==> src/hdl/ffsa_pkg.sv <==
package ffsa_pkg;

  localparam int MAX_SEGMENTS = 32;
  localparam int ADDR_BITS    = 16;
  localparam int IDX_BITS     = $clog2(MAX_SEGMENTS);
  localparam int CNT_BITS     = $clog2(MAX_SEGMENTS + 1);
  localparam logic [15:0] RESET_MEMORY = 16'd1000;

  localparam logic [2:0] ST_ALLOC    = 3'd0;
  localparam logic [2:0] ST_RELEASED = 3'd1;
  localparam logic [2:0] ST_DUP      = 3'd2;
  localparam logic [2:0] ST_NOSPACE  = 3'd3;
  localparam logic [2:0] ST_NOTFOUND = 3'd4;
  localparam logic [2:0] ST_FULL     = 3'd5;

  localparam logic FN_ALLOC   = 1'b0;
  localparam logic FN_RELEASE = 1'b1;

  typedef struct packed {
    logic        func;
    logic [15:0] proc_id;
    logic [15:0] req_size;
  } in_beat_t;

  typedef struct packed {
    logic [2:0]  status;
    logic [15:0] start_addr;
    logic        compacted;
    logic [15:0] free_total;
  } out_beat_t;

  typedef struct packed {
    logic                 owned;
    logic [15:0]          owner;
    logic [ADDR_BITS-1:0] start;
    logic [15:0]          length;
  } seg_t;

  typedef enum logic [2:0] {
    OP_HOLD,
    OP_INIT,
    OP_SCAN,
    OP_COMPACT,
    OP_SPLIT,
    OP_MERGE,
    OP_REBASE,
    OP_TAIL
  } op_code_t;

  typedef struct packed {
    op_code_t             op;
    logic [IDX_BITS:0]    pos;
    logic [15:0]          id;
    logic [15:0]          size;
    logic [15:0]          total;
    logic [ADDR_BITS-1:0] addr;
    logic                 shift_in;
  } cell_ctl_t;

endpackage

==> src/hdl/ffsa_ctrl.sv <==
module ffsa_ctrl (
  input  logic               clk,
  input  logic               rst_n,
  input  logic               cfg_we,
  input  logic [15:0]        cfg_data,
  input  logic               in_valid,
  output logic               in_stall,
  input  ffsa_pkg::in_beat_t in_data,
  output logic               out_valid,
  input  logic               out_stall,
  output ffsa_pkg::out_beat_t out_data,
  input  ffsa_pkg::seg_t     segs [ffsa_pkg::MAX_SEGMENTS],
  output ffsa_pkg::cell_ctl_t ctl
);
  import ffsa_pkg::*;

  typedef enum logic [3:0] {
    S_IDLE, S_SCAN, S_DECIDE, S_CPACK, S_CTAIL, S_CFIT, S_REL, S_REL2, S_SUM, S_DONE
  } state_t;

  state_t state_r;
  in_beat_t req_r;
  logic [CNT_BITS-1:0] cnt_r;
  logic [IDX_BITS:0] i_r, hit_r, fit_r, n_r;
  logic hit_found_r, fit_found_r, comp_r;
  logic [2:0] status_r;
  logic [ADDR_BITS-1:0] addr_r, caddr_r;
  logic [16:0] sum_r;
  logic [15:0] csum_r;
  out_beat_t out_r;
  logic out_valid_r;
  cell_ctl_t ctl_r;
  seg_t cur;
  logic [IDX_BITS-1:0] ix;
  logic nxt_free;

  assign ix  = i_r[IDX_BITS-1:0];
  assign cur = segs[ix];
  assign nxt_free = ((i_r + 1'b1) < (IDX_BITS+1)'(cnt_r)) && !segs[ix + 1'b1].owned;
  assign ctl = ctl_r;
  assign in_stall  = (state_r != S_IDLE) || out_valid_r;
  assign out_valid = out_valid_r;
  assign out_data  = out_r;

  always_ff @(posedge clk) begin
    op_code_t op_v;
    op_v = OP_HOLD;
    if (!rst_n) begin
      state_r <= S_IDLE;
      cnt_r <= CNT_BITS'(1);
      out_valid_r <= 1'b0;
      ctl_r <= '0;
    end else begin
      if (out_valid_r && !out_stall) out_valid_r <= 1'b0;
      unique case (state_r)
        S_IDLE: begin
          if (cfg_we) begin
            op_v = OP_INIT;
            ctl_r.total <= cfg_data;
            cnt_r <= CNT_BITS'(1);
          end else if (in_valid && !in_stall) begin
            req_r <= in_data;
            i_r <= '0;
            hit_found_r <= 1'b0;
            fit_found_r <= 1'b0;
            comp_r <= 1'b0;
            addr_r <= '0;
            state_r <= S_SCAN;
          end
        end
        S_SCAN: begin
          if (i_r < (IDX_BITS+1)'(cnt_r)) begin
            if (cur.owned && cur.owner == req_r.proc_id && !hit_found_r) begin
              hit_found_r <= 1'b1;
              hit_r <= i_r;
            end
            if (!cur.owned && cur.length >= req_r.req_size && !fit_found_r) begin
              fit_found_r <= 1'b1;
              fit_r <= i_r;
            end
            i_r <= i_r + 1'b1;
          end else begin
            state_r <= S_DECIDE;
          end
        end
        S_DECIDE: begin
          if (req_r.func == FN_ALLOC) begin
            if (req_r.proc_id == 16'd0 || hit_found_r) begin
              status_r <= ST_DUP;
              state_r <= S_SUM;
            end else if (req_r.req_size == 16'd0) begin
              status_r <= ST_NOSPACE;
              state_r <= S_SUM;
            end else if (fit_found_r) begin
              i_r <= fit_r;
              state_r <= S_CFIT;
            end else begin
              comp_r <= 1'b1;
              i_r <= '0;
              n_r <= '0;
              caddr_r <= '0;
              csum_r <= '0;
              state_r <= S_CPACK;
            end
          end else begin
            if (req_r.proc_id == 16'd0 || !hit_found_r) begin
              status_r <= ST_NOTFOUND;
              state_r <= S_SUM;
            end else begin
              i_r <= hit_r;
              state_r <= S_REL;
            end
          end
        end
        S_CPACK: begin
          if (ctl_r.op == OP_COMPACT) begin
            // hold while the shift lands
          end else if (i_r < (IDX_BITS+1)'(cnt_r)) begin
            if (cur.owned) begin
              op_v = OP_REBASE;
              ctl_r.pos <= i_r;
              ctl_r.addr <= caddr_r;
              i_r <= i_r + 1'b1;
              n_r <= n_r + 1'b1;
              caddr_r <= caddr_r + ADDR_BITS'(cur.length);
            end else begin
              csum_r <= csum_r + cur.length;
              op_v = OP_COMPACT;
              ctl_r.pos <= i_r;
              cnt_r <= cnt_r - 1'b1;
            end
          end else begin
            state_r <= S_CTAIL;
          end
        end
        S_CTAIL: begin
          if ((csum_r != 16'd0 || n_r == '0) && n_r < (IDX_BITS+1)'(MAX_SEGMENTS)) begin
            op_v = OP_TAIL;
            ctl_r.pos <= n_r;
            ctl_r.addr <= caddr_r;
            ctl_r.total <= csum_r;
            cnt_r <= CNT_BITS'(n_r) + 1'b1;
            i_r <= n_r;
            state_r <= S_CFIT;
          end else begin
            cnt_r <= CNT_BITS'(n_r);
            status_r <= ST_NOSPACE;
            state_r <= S_SUM;
          end
        end
        S_CFIT: begin
          if (ctl_r.op == OP_TAIL) begin
            // hold while the tail entry lands
          end else if (cur.owned || cur.length < req_r.req_size) begin
            status_r <= ST_NOSPACE;
            state_r <= S_SUM;
          end else if (cur.length == req_r.req_size) begin
            op_v = OP_SCAN;
            ctl_r.pos <= i_r;
            ctl_r.id <= req_r.proc_id;
            status_r <= ST_ALLOC;
            addr_r <= cur.start;
            state_r <= S_SUM;
          end else if (cnt_r >= CNT_BITS'(MAX_SEGMENTS)) begin
            status_r <= ST_FULL;
            state_r <= S_SUM;
          end else begin
            op_v = OP_SPLIT;
            ctl_r.pos <= i_r;
            ctl_r.id <= req_r.proc_id;
            ctl_r.size <= req_r.req_size;
            cnt_r <= cnt_r + 1'b1;
            status_r <= ST_ALLOC;
            addr_r <= cur.start;
            state_r <= S_SUM;
          end
        end
        S_REL: begin
          status_r <= ST_RELEASED;
          addr_r <= cur.start;
          state_r <= S_REL2;
          op_v = OP_MERGE;
          ctl_r.pos <= i_r;
          ctl_r.shift_in <= nxt_free;
          if (nxt_free) cnt_r <= cnt_r - 1'b1;
        end
        S_REL2: begin
          if (ctl_r.op == OP_HOLD) begin
            if (i_r != '0 && !segs[ix-1'b1].owned) begin
              op_v = OP_MERGE;
              ctl_r.pos <= i_r - 1'b1;
              ctl_r.shift_in <= 1'b1;
              cnt_r <= cnt_r - 1'b1;
            end
            state_r <= S_SUM;
          end
        end
        S_SUM: begin
          state_r <= S_DONE;
          i_r <= '0;
          sum_r <= '0;
        end
        S_DONE: begin
          if (ctl_r.op != OP_HOLD) begin
          end else if (i_r < (IDX_BITS+1)'(cnt_r)) begin
            if (!cur.owned) sum_r <= sum_r + 17'(cur.length);
            i_r <= i_r + 1'b1;
          end else if (!out_valid_r) begin
            out_r.status <= status_r;
            out_r.start_addr <= (status_r == ST_ALLOC || status_r == ST_RELEASED)
                                ? addr_r : '0;
            out_r.compacted <= comp_r;
            out_r.free_total <= sum_r[15:0];
            out_valid_r <= 1'b1;
            state_r <= S_IDLE;
          end
        end
        default: state_r <= S_IDLE;
      endcase
      ctl_r.op <= op_v;
    end
  end

endmodule

==> config.mk <==
export PLATFORM = sky130hd
export DESIGN_NAME = ffsa_ctrl
export DESIGN_NICKNAME = d
export VERILOG_FILES = /design/src/hdl/ffsa_pkg.sv /design/src/hdl/ffsa_ctrl.sv
export SDC_FILE = /design/constraint.sdc
export NUM_CORES = 1
export LEC_CHECK = 0
export BUFFER_PORTS_ARGS = -buffer_cell sky130_fd_sc_hd__buf_2
export CORE_AREA = 4 4 679 681
export CTS_CLUSTER_SIZE = 20
export DETAILED_ROUTE_END_ITERATION = 8
export DIE_AREA = 0 0 683 685
export MAX_ROUTING_LAYER = met4
export PLACE_DENSITY_LB_ADDON = 0.05
export SYNTH_ARGS = -nofsm -noshare
export SYNTH_HDL_FRONTEND = slang
export SYNTH_SLANG_ARGS = --single-unit
==> constraint.sdc <==
create_clock -name clk -period 18 [get_ports clk]
set_clock_uncertainty 0.2 [all_clocks]
set_input_delay 2.7 -clock clk [delete_from_list [all_inputs] [get_ports clk]]
set_output_delay 2.7 -clock clk [all_outputs]
set_load 0.01 [all_outputs]
==> metrics.txt <==
post-DP HPWL=between 200 and 300 mm; synthesis-to-finish area growth=69.8%; largest net degree at the start of global routing=87; Fmax=around 130 MHz; vias=around 28000; TritonRoute pass-1 iters=4; CTS sink count=248; actual slew at the worst max-slew pin=between 1 and 1.5 ns; CTS tree=built; Starting Density=0.0567; total gr overflow=0; Worst setup SP type=flip-flop; Worst Path Arrival=8.09 ns; Syn Std Cell Area=25800 um2; Core Box Area=roughly 460000 um2; synthesized flop and latch total=~250; most used cell, CP=buf_4; Post-synth EDFFs=around 160; vias in the first global route=between 30000 and 40000; worst r2r src=i_r[0]; num rows=between 200 and 250; Hold Crit Class=flip-flop to flip-flop; Mapped Cells=between 2000 and 2500; Slowest-stage cell, CP=and4_2; hold path start=status_r[0]; crit-path cells=buf_4, buf_4, buf_4, mux4_2, mux4_2, mux2_2, ha_1, a21oi_1, o21ai_0, nor2_1, a211o_1, a21oi_1, and4_2, nor3_1, nor2b_1, o311a_1; slew margin rel.=0.258; Residual DRC=0; Final GP Congestion=0.847; period utilization=0.428; Port Buffers=1733; fin nets=approximately 5500; Top Ports=between 1500 and 2000; fin util=0.0963; max_cap viols=0; buffer levels on the longest clock path=3; DRT iter0 DRCs=about 1400; crit end category=flip-flop; syn_nets=around 3800; CTS root buffer=clkbuf_16; GRT Resource Usage Total=0.130; initial antenna violation count=352; Num CTS Buffers=47; ys flop type=edfxtp_1; via/cell ratio=approximately 2.8; Resize count post-CTS=0; P_leak=0.0168 uW; CP Launch Point=i_r[0]; ys async rst share=0; Fillers=52800; Avg Inst Size Synth=12.4 um2; number of synthesis warnings=0; wire length per cell=30.8 um; Post-CTS Hold Buffers=0; clock slew at reported path FFs=~0.06 ns; power per cell area=~130 nW/um2; Yosys cell types=77; die width=between 600 and 700 um; register area share after synthesis=0.256; post-layout minimum cycle time=between 7 and 8 ns; Worst EP required=about 18 ns; fin. max-slew vios=0; CP max stage delay=between 0.9 and 1 ns; die height=between 600 and 700 um; H-tree levels=2; Die ar.=roughly 470000 um2; global-route wire length before repair=approximately 380 mm; Setup CP Type=flip-flop to flip-flop; outcome=finished clean; final setup vio count=0; Hold Vio Cnt, Final=0; Peak VDD IR=approximately 0.064 mV; Worst-Skew Late Latency=0.66 ns; Antenna Nets Post-Route=0; layout cell share with drive strength beyond 1=0.623; Worst Path Max Fanout=39; Setup Fix Bufs, Post-CTS=0; final wirelength=about 310 mm; Final TNS setup=0 ns; unrepaired setup endpoints after global routing=no
==> flip-flops by register name (all words and copies together), names as in the netlist <==
name	flops
addr_r	16
caddr_r	16
cnt_r	6
comp_r	1
csum_r	16
ctl	74
fit_found_r	1
fit_r	6
hit_found_r	1
hit_r	6
i_r	6
n_r	6
out_data	36
out_valid	1
req_r	33
state_r	4
status_r	3
sum_r	16
==> report_power, final <==
part	internal, uW	leakage, uW	switching [uW]
Combinational	1610	0.0138	2530
Sequential	704	0.00220	86.1
Clock	544	0.000747	395
Total	2860	0.0168	3010
==> worst max-delay path, delay by kind of cell, from the launching register on <==
| family | cells | cell delay [ns] |
|---|---|---|
| muxes | 3 | 1.67 |
| and+or+nand+nor | 4 | 1.35 |
| DFF | 1 | 0.67 |
| adders and majority gates | 1 | 0.38 |
| AOI/OAI and AO/OA | 5 | 1.41 |
| buffers and inverters | 3 | 1.80 |
==> Yosys cell counts (14+ instances only) <==
cell      instances  area (um2)
a21o_1           16         120
a21oi_1          57         285
a22oi_1          32         240
and2_1           25         156
buf_1            20        75.1
buf_2            47         235
buf_4            18         135
clkbuf_1         83         312
dfxtp_1          85        1700
edfxtp_1        163        4890
ha_1             80        1000
inv_1            58         218
mux2_2           15         169
mux2i_1         135        1350
mux4_1           18         473
mux4_2          425        9570
nand2_1         107         402
nand2b_1         20         125
nand3_1          45         225
nand4_1          18         113
nor2_1          133         499
nor2b_1          70         438
nor3_1           36         180
nor4_1           16         100
o211a_1          22         220
o211ai_1         16         120
o21a_1           14         105
o21ai_0          53         265
o22ai_1          28         175
xnor2_1          38         333
xor2_1           26         228
==> final timing paths <==
kind                   to  slack, ns  depth (start not counted)
min          out_data[33]       0.22                          0
min reg2reg  out_data[33]       0.22                          0
max reg2reg       ctl[68]      10.30                         16
max               ctl[68]      10.30                         16
==> stage by stage <==
stage | hold WS [ns] | total power (uW) | setup slack, ns | cell area [um2] | std cells
5_1_grt | 0.236 | 6390 | 9.60 | 43700 | 9930
3_3_place_gp | 0.209 | 5250 | 9.66 | 41800 | 9701
6_report | 0.220 | 5870 | 10.30 | 43800 | 9974
3_5_place_dp | 0.210 | 5220 | 9.74 | 41800 | 9701
4_1_cts | 0.225 | 6240 | 9.89 | 43400 | 9789
2_1_floorplan | 0.200 | 3140 | 10.61 | 25800 | 2075
==> cell type report <==
cell class | count | area, um2 | area share
inverter | 58 | 225 | 0.00514
multi-input combinational | 1594 | 18300 | 0.417
timing repair buffer | 1801 | 9240 | 0.211
sequential | 248 | 6600 | 0.150
clock buffer | 62 | 1320 | 0.0300
antenna | 185 | 463 | 0.0106
tap | 6000 | 7510 | 0.171
clock inverter | 26 | 209 | 0.00477
==> logic make-up after synthesis <==
kind of cell    count (synthesis)  synth area share
mux                           594             0.449
simple gates                  513            0.0988
fa+ha+maj                      84            0.0419
flops                         248             0.256
buf+inv                       233            0.0418
xor+xnor                       64            0.0217
compound gates                339            0.0917
==> layout by cell type, fill, tap and decap left out, types with 18 or more instances in the layout <==
cell,netlist,layout
o21ai_0,53,52
a22oi_1,32,32
nor2b_1,70,68
dfxtp_1,85,85
inv_1,58,57
mux2i_1,135,134
xor2_1,26,26
clkbuf_16,0,49
nor3_1,36,35
nor2_1,133,127
and2_1,25,24
nand2_1,107,105
mux4_2,425,425
diode_2,0,185
o211a_1,22,22
nand2b_1,20,20
edfxtp_1,163,163
mux4_1,18,18
buf_4,18,65
nand3_1,45,44
ha_1,80,80
a21oi_1,57,55
nand4_1,18,18
buf_2,47,1732
o22ai_1,28,28
xnor2_1,38,38
==> metal layers <==
| metal | up-vias | track usage | routed length [um] | share of wire |
|---|---|---|---|---|
| li1 | 12200 | - | - | - |
| met1 | 14300 | 0.145 | 120000 | 0.39 |
| met2 | 1488 | 0.239 | 161000 | 0.52 |
| met3 | 389 | 0.0355 | 21900 | 0.071 |
| met4 | 0 | 0.0110 | 4500 | 0.015 |
| met5 | - | - | 0 | 0 |
(Power assumes the default switching activity.)
