## config.mk

```make
export PLATFORM = sky130hd
export DESIGN_NAME = ffsa_cell
export DESIGN_NICKNAME = d
export VERILOG_FILES = /design/src/hdl/ffsa_pkg.sv /design/src/hdl/ffsa_cell.sv
export SDC_FILE = /design/constraint.sdc
export NUM_CORES = 1
export LEC_CHECK = 0
export BUFFER_PORTS_ARGS = -buffer_cell sky130_fd_sc_hd__buf_2
export CAP_MARGIN = 20
export CORE_ASPECT_RATIO = 1.1
export CORE_MARGIN = 1
export CORE_UTILIZATION = 41
export CTS_BUF_LIST = sky130_fd_sc_hd__clkbuf_8
export DETAILED_ROUTE_END_ITERATION = 8
export PLACE_DENSITY = 0.69
export SYNTH_ARGS = -nofsm -noshare
export SYNTH_HDL_FRONTEND = slang
export SYNTH_SLANG_ARGS = --single-unit
```

## constraint.sdc

```tcl
create_clock -name clk -period 5.7 [get_ports clk]
set_input_delay 0.855 -clock clk [delete_from_list [all_inputs] [get_ports clk]]
set_output_delay 0.855 -clock clk [all_outputs]
set_load 0.02 [all_outputs]
```

## src/hdl/ffsa_pkg.sv

```systemverilog
package ffsa_pkg;

  localparam int MAX_SEGMENTS = 32;
  localparam int ADDR_BITS    = 16;
  localparam int IDX_BITS     = $clog2(MAX_SEGMENTS);
  localparam int CNT_BITS     = $clog2(MAX_SEGMENTS + 1);
  localparam logic [15:0] RESET_MEMORY = 16'd1000;

  localparam logic [2:0] ST_ALLOC    = 3'd0;
  localparam logic [2:0] ST_RELEASED = 3'd1;
  localparam logic [2:0] ST_DUP      = 3'd2;
  localparam logic [2:0] ST_NOSPACE  = 3'd3;
  localparam logic [2:0] ST_NOTFOUND = 3'd4;
  localparam logic [2:0] ST_FULL     = 3'd5;

  localparam logic FN_ALLOC   = 1'b0;
  localparam logic FN_RELEASE = 1'b1;

  typedef struct packed {
    logic        func;
    logic [15:0] proc_id;
    logic [15:0] req_size;
  } in_beat_t;

  typedef struct packed {
    logic [2:0]  status;
    logic [15:0] start_addr;
    logic        compacted;
    logic [15:0] free_total;
  } out_beat_t;

  typedef struct packed {
    logic                 owned;
    logic [15:0]          owner;
    logic [ADDR_BITS-1:0] start;
    logic [15:0]          length;
  } seg_t;

  typedef enum logic [2:0] {
    OP_HOLD,
    OP_INIT,
    OP_SCAN,
    OP_COMPACT,
    OP_SPLIT,
    OP_MERGE,
    OP_REBASE,
    OP_TAIL
  } op_code_t;

  typedef struct packed {
    op_code_t             op;
    logic [IDX_BITS:0]    pos;
    logic [15:0]          id;
    logic [15:0]          size;
    logic [15:0]          total;
    logic [ADDR_BITS-1:0] addr;
    logic                 shift_in;
  } cell_ctl_t;

endpackage

```

## src/hdl/ffsa_cell.sv

```systemverilog
module ffsa_cell (
  input  logic              clk,
  input  logic              rst_n,
  input  ffsa_pkg::cell_ctl_t ctl,
  input  logic [ffsa_pkg::IDX_BITS-1:0] my_idx,
  input  ffsa_pkg::seg_t    left_seg,
  input  ffsa_pkg::seg_t    right_seg,
  input  logic              right_valid,
  output ffsa_pkg::seg_t    seg
);
  import ffsa_pkg::*;

  seg_t seg_r, seg_nxt;
  logic [IDX_BITS:0] me;

  assign me  = {1'b0, my_idx};
  assign seg = seg_r;

  always_comb begin
    seg_nxt = seg_r;
    unique case (ctl.op)
      OP_INIT: begin
        seg_nxt = '0;
        if (me == '0) seg_nxt.length = ctl.total;
      end
      OP_SPLIT: begin
        if (me > ctl.pos + 1) seg_nxt = left_seg;
        else if (me == ctl.pos + 1) begin
          seg_nxt = seg_t'{1'b0, 16'd0,
                           ADDR_BITS'(left_seg.start + ADDR_BITS'(ctl.size)),
                           16'(left_seg.length - ctl.size)};
        end else if (me == ctl.pos) begin
          seg_nxt.owned = 1'b1;
          seg_nxt.owner = ctl.id;
          seg_nxt.length = ctl.size;
        end
      end
      OP_SCAN: begin
        if (me == ctl.pos) begin
          seg_nxt.owned = 1'b1;
          seg_nxt.owner = ctl.id;
        end
      end
      OP_MERGE: begin
        if (me == ctl.pos) begin
          seg_nxt.owned = 1'b0;
          seg_nxt.owner = 16'd0;
          if (ctl.shift_in) seg_nxt.length = 16'(seg_r.length + right_seg.length);
        end else if (me > ctl.pos && ctl.shift_in) begin
          if (right_valid) seg_nxt = right_seg;
          else seg_nxt = '0;
        end
      end
      OP_COMPACT: begin
        if (me == ctl.pos) begin
          seg_nxt = right_valid ? right_seg : seg_t'('0);
        end else if (me > ctl.pos) begin
          seg_nxt = right_valid ? right_seg : seg_t'('0);
        end
      end
      OP_REBASE: begin
        if (me == ctl.pos) seg_nxt.start = ctl.addr;
      end
      OP_TAIL: begin
        if (me == ctl.pos) seg_nxt = seg_t'{1'b0, 16'd0, ctl.addr, ctl.total};
      end
      default: ;
    endcase
  end

  always_ff @(posedge clk) begin
    if (!rst_n) begin
      seg_r <= seg_t'{1'b0, 16'd0, {ADDR_BITS{1'b0}},
                      (me == '0) ? RESET_MEMORY : 16'd0};
    end else begin
      seg_r <= seg_nxt;
    end
  end

endmodule

```

==> impl_metrics.env, run 1 <==
export IMPL_finalHoldViolations=0
export IMPL_grt_max_degree=38
export IMPL_tightest_slew_ns=0.952
export IMPL_synthArstFlopShare_pct=0
export IMPL_crit_chain="buf_2 > ha_1 > nand3_1 > xnor2_1 > ha_1 > nand2_1 > o21ai_0 > o22a_2 > o21ai_1 > o2bb2ai_2 > nor2_2 > nor2_1 > a211o_1"
export IMPL_place_inst=1195
export IMPL_synth_top_family_by_area="compound AO/OA/AOI/OAI gates"
export IMPL_maxSlewViolCount=0
export IMPL_synth_edf_count=16
export IMPL_power_switching_mw=0.523
export IMPL_crit_path_frequent_cell="ha_1"
export IMPL_cts_root_buf="clkbuf_8"
export IMPL_final_util_pct=51.3
export IMPL_cap_violations=0
export IMPL_synth_fp_nets=1051
export IMPL_dr_first_iter_drc_count=562
export IMPL_internal_power_mw=0.740
export IMPL_seq_power_share_pct=31.9
export IMPL_r2r_setup_slack_ns=2.41
export IMPL_wirelength_um=21200
export IMPL_power_leakage_nw=3.41
export IMPL_die_h_um=129
export IMPL_worst_setup_path_end_kind="flip-flop"
export IMPL_switching_share_pct=41.4
export IMPL_path_clk_slew_ns=0.11
export IMPL_ys_seq_area_share_pct=18.9
export IMPL_fillers=1495
export IMPL_htreeDepth=2
export IMPL_wl_per_cell_um=17.6
export IMPL_antenna_found_initial=0
export IMPL_rsz0062_at_grt="false"
export IMPL_clock_path_buffers=2
export IMPL_synth_xor_area_share_pct=5.08
export IMPL_ys_ff_latch=49
export IMPL_crit_type="in2reg"
export IMPL_hpwl_um=16600
export IMPL_cts_resized=0
export IMPL_port_buffers=228
export IMPL_post_cts_buffers=0
export IMPL_multi_input_area_um2=4560
export IMPL_final_layout_size_suffix_gt1_share_pct=26.0
export IMPL_synth_area_per_cell_um2=7.43
export IMPL_p_per_area_nw_per_um2=171
export IMPL_gp_congestion=0.943
export IMPL_power_frac_comb_pct=50.2
export IMPL_drc=0
export IMPL_pwr_share_clk_pct=17.9
export IMPL_max_vdd_ir_drop_mv=0.111
export IMPL_syn_to_final_growth_pct=22.5
export IMPL_hp_class="reg2reg"
export IMPL_nets=1249
export IMPL_synth_fa_ha_area_share_pct=12.6
export IMPL_skew_ns=0.0151
export IMPL_die_w_um=118
export IMPL_cp_arrival_ns=3.97
export IMPL_stdcell_area_um2=7390
export IMPL_numCtsBuffers=5
export IMPL_cts_tree="done"
export IMPL_rows=46
export IMPL_largest_register_ffs=49
export IMPL_finalCriticalPeriod_ns=3.75
export IMPL_io_pins=229
export IMPL_grt_pass1_wl_um=33300
export IMPL_yosys_warnings=0
export IMPL_cts_sinks=49
export IMPL_crit_family="compound AO/OA/AOI/OAI gates"
export IMPL_core_area_um2=14400
export IMPL_netlist_instances=812
export IMPL_start_kind="input port"
export IMPL_syn_area_um2=6030
export IMPL_cpPeakStageDelay_ns=0.50
export IMPL_finalSetupViolCount=0
export IMPL_placed_area_um2=7300
export IMPL_grt_usage_pct=27.1
export IMPL_slew_headroom_pct=36.5
export IMPL_clock_latency_ns=0.33
export IMPL_crit_buf_inv=1
export IMPL_vias_per_cell=5.86
export IMPL_first_pass_iters=6
export IMPL_post_synth_num_cell_types=76
export IMPL_synth_largest_area_cell="ha_1"
export IMPL_status="finished, final reports clean"
export IMPL_overflow=0
export IMPL_dieArea_um2=15200
export IMPL_crit_path_top_delay_cell="nor2_2"
export IMPL_synth_area_top_cells="ha_1, dfxtp_1, nand2_1"
export IMPL_yosysTopAreaCellShare_pct=11.6
export IMPL_area_sequential_um2=1140
export IMPL_cts_hold_buf=0
export IMPL_post_route_period_util_pct=65.7
export IMPL_vias=7061
export IMPL_required_ns=5.93
export IMPL_synth_flop_cell="dfxtp_1"
export IMPL_fin_setup_tns_ns=0
export IMPL_instances_no_fill=1204
export IMPL_grt_pass1_vias=6679
export IMPL_critPathMaxFanout=15
export IMPL_synthTopCellsByCount="nand2_1, a21oi_1, ha_1, o21ai_0, inv_1"
export IMPL_synth_compound_area_share_pct=34.8
export IMPL_yosys_area_share_simple_pct=20.2
export IMPL_max_freq_mhz=267
export IMPL_synthMuxAreaShare_pct=2.84
export IMPL_start_util_pct=41.9
export IMPL_ant_nets=0
export IMPL_synth_most_common_cell="nand2_1"
-- final cells by class --
cell class,instances,share of cell area [%]
Clock buffer,5,0.932
Tap cell,192,3.25
Clock inverter,3,0.237
Sequential cell,49,15.4
Multi-Input combinational cell,677,61.7
Timing Repair Buffer,236,16.3
Inverter,41,2.08
Antenna cell,1,0.0339
-- through the flow --
step	setup WS, ns	total power [mW]	hold slack [ns]
after floorplan	2.35	0.839	0.540
after global placement	1.67	1.03	0.442
after CTS	1.98	1.26	0.475
after global routing	1.68	1.35	0.487
final	1.95	1.26	0.475
after detailed placement	1.62	1.04	0.441
-- power groups by stage --
stage | sequential [mW] | combinational, mW | clock (mW)
after floorplan | 0.437 | 0.401 | 0
after global placement | 0.411 | 0.623 | 0
after detailed placement | 0.410 | 0.625 | 0
after CTS | 0.402 | 0.629 | 0.227
after global routing | 0.406 | 0.703 | 0.240
final | 0.403 | 0.634 | 0.226
-- cell usage in the layout, fill, tap and decap left out, types with 5 or more instances in the layout --
cell type / count
buf_2: 228
nand2_1: 135
a21oi_1: 65
ha_1: 56
o21ai_0: 46
inv_1: 41
nor2_1: 38
dfxtp_1: 33
a221oi_1: 25
xnor2_1: 21
o21ai_1: 19
nand3_1: 17
nor3_1: 17
mux2i_1: 16
edfxtp_1: 16
a222oi_1: 15
a21o_1: 14
xor2_1: 14
a31oi_1: 13
a211oi_1: 13
o211ai_1: 10
o21a_1: 10
nand2b_1: 9
buf_4: 8
nand4_1: 6
nor2b_1: 6
o21bai_1: 6
a32oi_1: 6
a31o_2: 6
o2bb2ai_1: 6
and3_1: 5
o31ai_1: 5
clkbuf_8: 5
-- worst paths after layout --
| kind | from | end | cells past startpoint |
|---|---|---|---|
| max | ctl[65] | seg[31] | 13 |
| min | seg[23] | seg[23] | 1 |
| max reg2reg | seg[0] | seg[14] | 10 |
| min reg2reg | seg[23] | seg[23] | 1 |
-- routing by layer --
layer	up-vias	track usage, %	routed length, um
met5	-	0	0
met4	0	7.77	346
met3	25	5.06	1760
met2	323	48.0	10300
met1	3251	33.6	8760
li1	3462	-	-
-- cells by family after synthesis --
| family | count (synthesis) |
|---|---|
| flops | 49 |
| mux | 17 |
| xor+xnor | 35 |
| simple gates | 264 |
| buf+inv | 86 |
| compound gates | 302 |
| fa+ha+maj | 59 |
(Power assumes the default switching activity.)
==> run 2, diff against run 1 <==
Settings changed: PLACE_DENSITY 0.69 to 0.71.
Clock period 5.7 ns to 3.3 ns, I/O delays scaled along.
==> impl_metrics.env, run 2 (synthesis gave the netlist of run 1 again) <==
export IMPL_nets=1270
export IMPL_cts_sinks=49
export IMPL_slew_headroom_pct=50.5
export IMPL_final_layout_size_suffix_gt1_share_pct=27.6
export IMPL_skew_ns=0.00604
export IMPL_start_kind="flip-flop"
export IMPL_seq_power_share_pct=30.0
export IMPL_grt_usage_pct=27.8
export IMPL_die_h_um=129
export IMPL_clock_latency_ns=0.35
export IMPL_pwr_share_clk_pct=20.9
export IMPL_rsz0062_at_grt="false"
export IMPL_port_buffers=228
export IMPL_r2r_setup_slack_ns=0.17
export IMPL_dr_first_iter_drc_count=621
export IMPL_gp_congestion=0.921
export IMPL_start_util_pct=41.9
export IMPL_fillers=1475
export IMPL_rr_startpoint="seg[0]"
export IMPL_post_route_period_util_pct=94.8
export IMPL_clock_path_buffers=2
export IMPL_vias=7201
export IMPL_ant_nets=0
export IMPL_io_pins=229
export IMPL_first_pass_iters=8
export IMPL_crit_type="reg2reg"
export IMPL_vias_per_cell=5.88
export IMPL_antenna_found_initial=0
export IMPL_final_util_pct=52.9
export IMPL_syn_to_final_growth_pct=26.1
export IMPL_switching_share_pct=40.1
export IMPL_worst_setup_path_end_kind="flip-flop"
export IMPL_hpwl_um=17100
export IMPL_place_inst=1216
export IMPL_min_from="left_seg[41]"
export IMPL_power_switching_mw=0.930
export IMPL_tightest_slew_ns=0.743
export IMPL_cp_arrival_ns=3.32
export IMPL_power_frac_comb_pct=49.1
export IMPL_max_vdd_ir_drop_mv=0.138
export IMPL_die_w_um=118
export IMPL_htreeDepth=2
export IMPL_hold_path_depth=3
export IMPL_hp_class="in2reg"
export IMPL_grt_max_degree=35
export IMPL_numCtsBuffers=5
export IMPL_final_common_cell="buf_2"
export IMPL_finalSetupViolCount=0
export IMPL_largest_register_ffs=49
export IMPL_grt_pass1_wl_um=33700
export IMPL_overflow=0
export IMPL_wl_per_cell_um=17.7
export IMPL_r2r_end="seg[10]"
export IMPL_required_ns=3.49
export IMPL_finalCriticalPeriod_ns=3.13
export IMPL_r2r_cells=10
export IMPL_instances_no_fill=1224
export IMPL_layout_common_cells="buf_2, nand2_1, a21oi_1"
export IMPL_cap_violations=0
export IMPL_wirelength_um=21700
export IMPL_max_freq_mhz=320
export IMPL_power_leakage_nw=3.54
export IMPL_maxSlewViolCount=0
export IMPL_rows=46
export IMPL_cts_tree="done"
export IMPL_post_cts_buffers=0
export IMPL_critPathMaxFanout=3
export IMPL_antenna_diode_count=0
export IMPL_dieArea_um2=15200
export IMPL_drc=0
export IMPL_finalHoldViolations=0
export IMPL_hold_end="seg[41]"
export IMPL_internal_power_mw=1.39
export IMPL_cts_root_buf="clkbuf_8"
export IMPL_core_area_um2=14400
export IMPL_p_per_area_nw_per_um2=305
export IMPL_status="finished, final reports clean"
export IMPL_grt_pass1_vias=6629
export IMPL_path_clk_slew_ns=0.11
run 2: power groups by stage:
stage	combinational, mW	sequential (mW)	clock (mW)
6_report	1.14	0.695	0.485
5_1_grt	1.25	0.701	0.509
3_5_place_dp	1.13	0.709	0
3_3_place_gp	1.12	0.709	0
4_1_cts	1.13	0.695	0.491
2_1_floorplan	0.693	0.755	0
run 2: routing by layer:
| metal | wire length (um) | vias to the layer above | global-route usage (%) |
|---|---|---|---|
| met4 | 463 | 0 | 9.13 |
| met2 | 10500 | 324 | 49.1 |
| li1 | - | 3496 | - |
| met1 | 8950 | 3347 | 34.8 |
| met3 | 1760 | 34 | 4.09 |
| met5 | 0 | - | 0 |
run 2: cell type report:
type / instances / area [um2] / area share, %
clock buffer: 5 / 68.8 / 0.905
clock inverter: 3 / 43.8 / 0.576
inverter: 41 / 154 / 2.02
multi-input combinational: 677 / 4560 / 60.0
sequential: 49 / 1140 / 15.0
tap: 192 / 240 / 3.16
timing repair buffer: 257 / 1400 / 18.4
run 2: worst max-delay path, stage by stage, from the launching register on:
cell	delay (ns)
edfxtp_1	0.41
ha_1	0.23
fa_1	0.39
a21o_1	0.19
a21o_1	0.21
a2111oi_0	0.68
o31ai_1	0.22
xnor2_1	0.16
o21ai_0	0.16
a21oi_1	0.09
a211oi_1	0.23
run 2: what timing repair did:
item                                    in CTS  in global routing
endpoints found under the hold margin        0                  0
resized for setup                            0                  1
endpoints found under the setup margin       0                  1
hold buffers                                 0                  0
run 2: worst max-delay path by stage:
stage,from,endpoint,cells after the start
floorplan,seg[0],seg[14],10
finish,seg[0],seg[10],10
global route,seg[0],seg[10],10
detailed placement,ctl[65],seg[24],13
global placement,ctl[65],seg[48],10
CTS,seg[0],seg[10],10
run 2: stage by stage:
step                power, mW  worst slack, ns  cell area (um2)  hold WS (ns)  setup TNS [ns]
global route             2.46           0.0221             7600         0.423               0
global placement         1.83           0.0311             7490         0.444               0
floorplan                1.45            0.285             6030         0.540               0
CTS                      2.32            0.228             7600         0.404               0
finish                   2.32            0.172             7600         0.411               0
detailed placement       1.83          -0.0563             7490         0.446         -0.0749
==> run 3, diff against run 2 <==
Settings changed: CELL_PAD_IN_SITES_DETAIL_PLACEMENT set to 1, CELL_PAD_IN_SITES_GLOBAL_PLACEMENT set to 1, CORE_UTILIZATION 41 to 33, PLACE_DENSITY 0.71 to unset, PLACE_DENSITY_LB_ADDON set to 0.1.
==> impl_metrics.env, run 3 (synthesis gave the netlist of run 1 again) <==
export IMPL_finalHoldViolations=0
export IMPL_final_layout_size_suffix_gt1_share_pct=28.9
export IMPL_overflow=0
export IMPL_status="finished, final reports clean"
export IMPL_grt_max_degree=36
export IMPL_finalSetupViolCount=0
export IMPL_final_common_cell="buf_2"
export IMPL_power_frac_comb_pct=50.2
export IMPL_multi_input_area_um2=4560
export IMPL_post_route_period_util_pct=94.5
export IMPL_switching_share_pct=40.6
export IMPL_cpPeakStageDelay_ns=0.43
export IMPL_gp_congestion=0.883
export IMPL_power_switching_mw=0.962
export IMPL_cts_hold_buf=0
export IMPL_max_vdd_ir_drop_mv=0.160
export IMPL_tightest_slew_ns=0.790
export IMPL_dr_first_iter_drc_count=305
export IMPL_nets=1289
export IMPL_required_ns=3.39
export IMPL_seq_power_share_pct=29.4
export IMPL_antenna_found_initial=2
export IMPL_hpwl_um=20400
export IMPL_hp_class="in2reg"
export IMPL_crit_type="reg2reg"
export IMPL_dieArea_um2=18800
export IMPL_die_w_um=131
export IMPL_core_area_um2=17800
export IMPL_hold_path_depth=3
export IMPL_port_buffers=228
export IMPL_min_from="right_seg[40]"
export IMPL_maxSlewViolCount=0
export IMPL_grt_pass1_vias=7107
export IMPL_cap_violations=0
export IMPL_cp_arrival_ns=3.21
export IMPL_hold_end="seg[40]"
export IMPL_r2r_cells=11
export IMPL_htreeDepth=2
export IMPL_io_pins=229
export IMPL_worst_setup_path_end_kind="flip-flop"
export IMPL_rr_startpoint="seg[0]"
export IMPL_finalCriticalPeriod_ns=3.12
export IMPL_route_met3_wl_um=1090
export IMPL_path_clk_slew_ns=0.11
export IMPL_vias_per_cell=5.57
export IMPL_clock_latency_ns=0.34
export IMPL_start_kind="flip-flop"
export IMPL_area_sequential_um2=1140
export IMPL_fillers=2314
export IMPL_crit_family="compound AO/OA/AOI/OAI gates"
export IMPL_start_util_pct=33.9
export IMPL_clock_path_buffers=2
export IMPL_cts_root_buf="clkbuf_8"
export IMPL_crit_path_top_delay_cell="edfxtp_1"
export IMPL_crit_buf_inv=1
export IMPL_rows=51
export IMPL_cts_sinks=49
export IMPL_layout_common_cells="buf_2, nand2_1, a21oi_1"
export IMPL_power_leakage_nw=3.62
export IMPL_crit_path_frequent_cell="a21o_1"
export IMPL_wirelength_um=25100
export IMPL_p_per_area_nw_per_um2=304
export IMPL_cts_tree="done"
export IMPL_skew_ns=0.0164
export IMPL_critPathMaxFanout=3
export IMPL_wl_per_cell_um=19.4
export IMPL_die_h_um=144
export IMPL_r2r_end="seg[14]"
export IMPL_first_pass_iters=5
export IMPL_grt_usage_pct=26.3
export IMPL_hold_ws_ns=0.428
export IMPL_placed_area_um2=7680
export IMPL_dr_wl_met2_um=12500
export IMPL_routed_top_layer="met4"
export IMPL_stdcell_area_um2=7800
export IMPL_max_freq_mhz=321
export IMPL_slew_headroom_pct=46.8
export IMPL_largest_register_ffs=49
export IMPL_grt_pass1_wl_um=37900
export IMPL_numCtsBuffers=5
export IMPL_ant_nets=0
export IMPL_drc=0
export IMPL_vias=7190
export IMPL_internal_power_mw=1.41
export IMPL_r2r_setup_slack_ns=0.18
export IMPL_pwr_share_clk_pct=20.4
export IMPL_wl_met1_um=11100
export IMPL_syn_to_final_growth_pct=29.3
export IMPL_crit_chain="ha_1 > fa_1 > a21o_1 > a21o_1 > a311o_1 > o31ai_1 > buf_4 > o211ai_1 > a31o_2 > a31oi_1 > a211oi_1"
## run 3: power groups by stage
stage | Clock (mW) | Combinational, mW | Sequential, mW
6_report | 0.483 | 1.19 | 0.696
5_1_grt | 0.502 | 1.31 | 0.702
2_1_floorplan | 0 | 0.693 | 0.755
4_1_cts | 0.492 | 1.19 | 0.697
3_5_place_dp | 0 | 1.18 | 0.711
3_3_place_gp | 0 | 1.17 | 0.710
## run 3: area by class of cell
class	count	share of cell area (%)
timing repair buffer	276	19.6
clock inverter	3	0.562
sequential	49	14.6
multi-input combinational	677	58.5
clock buffer	5	0.882
tap	238	3.82
antenna	2	0.0642
inverter	41	1.97
## run 3: how the worst max path moves through the flow
stage / start / to / slack [ns] / cells after the start
floorplan: seg[0] / seg[14] / 0.29 / 10
global placement: ctl[66] / seg[31] / 0.001 / 13
detailed placement: ctl[66] / seg[31] / -0.07 / 13
CTS: seg[0] / seg[14] / 0.20 / 11
global route: seg[0] / seg[10] / -0.02 / 11
finish: seg[0] / seg[14] / 0.18 / 11
## run 3: stage by stage
step	instances	util, %	power, mW	setup TNS, ns	setup WS, ns
6_report	1291	43.8	2.37	0	0.183
5_1_grt	1290	43.8	2.51	-0.0234	-0.0234
4_1_cts	1289	43.8	2.38	0	0.196
3_5_place_dp	1281	43.1	1.89	-0.779	-0.0720
3_3_place_gp	1281	43.1	1.88	0	0.000989
2_1_floorplan	812	-	1.45	0	0.285
## run 3: per-layer routing
metal | vias up | global-route usage (%)
met5 | - | 0
met4 | 0 | 5.93
met3 | 22 | 3.43
met2 | 208 | 46.8
met1 | 3415 | 33.3
li1 | 3545 | -
## run 3: what timing repair did
action                     in CTS  in global routing
resized for setup               0                  1
setup endpoints to repair       0                  1
buffers inserted                0                  0
## run 3: worst reg2reg max path: cells and delay by family, from the launching register on
family / cells / cell delay [ns]
buf+inv: 1 / 0.15
compound gates: 8 / 1.65
flops: 1 / 0.43
fa+ha+maj: 2 / 0.67
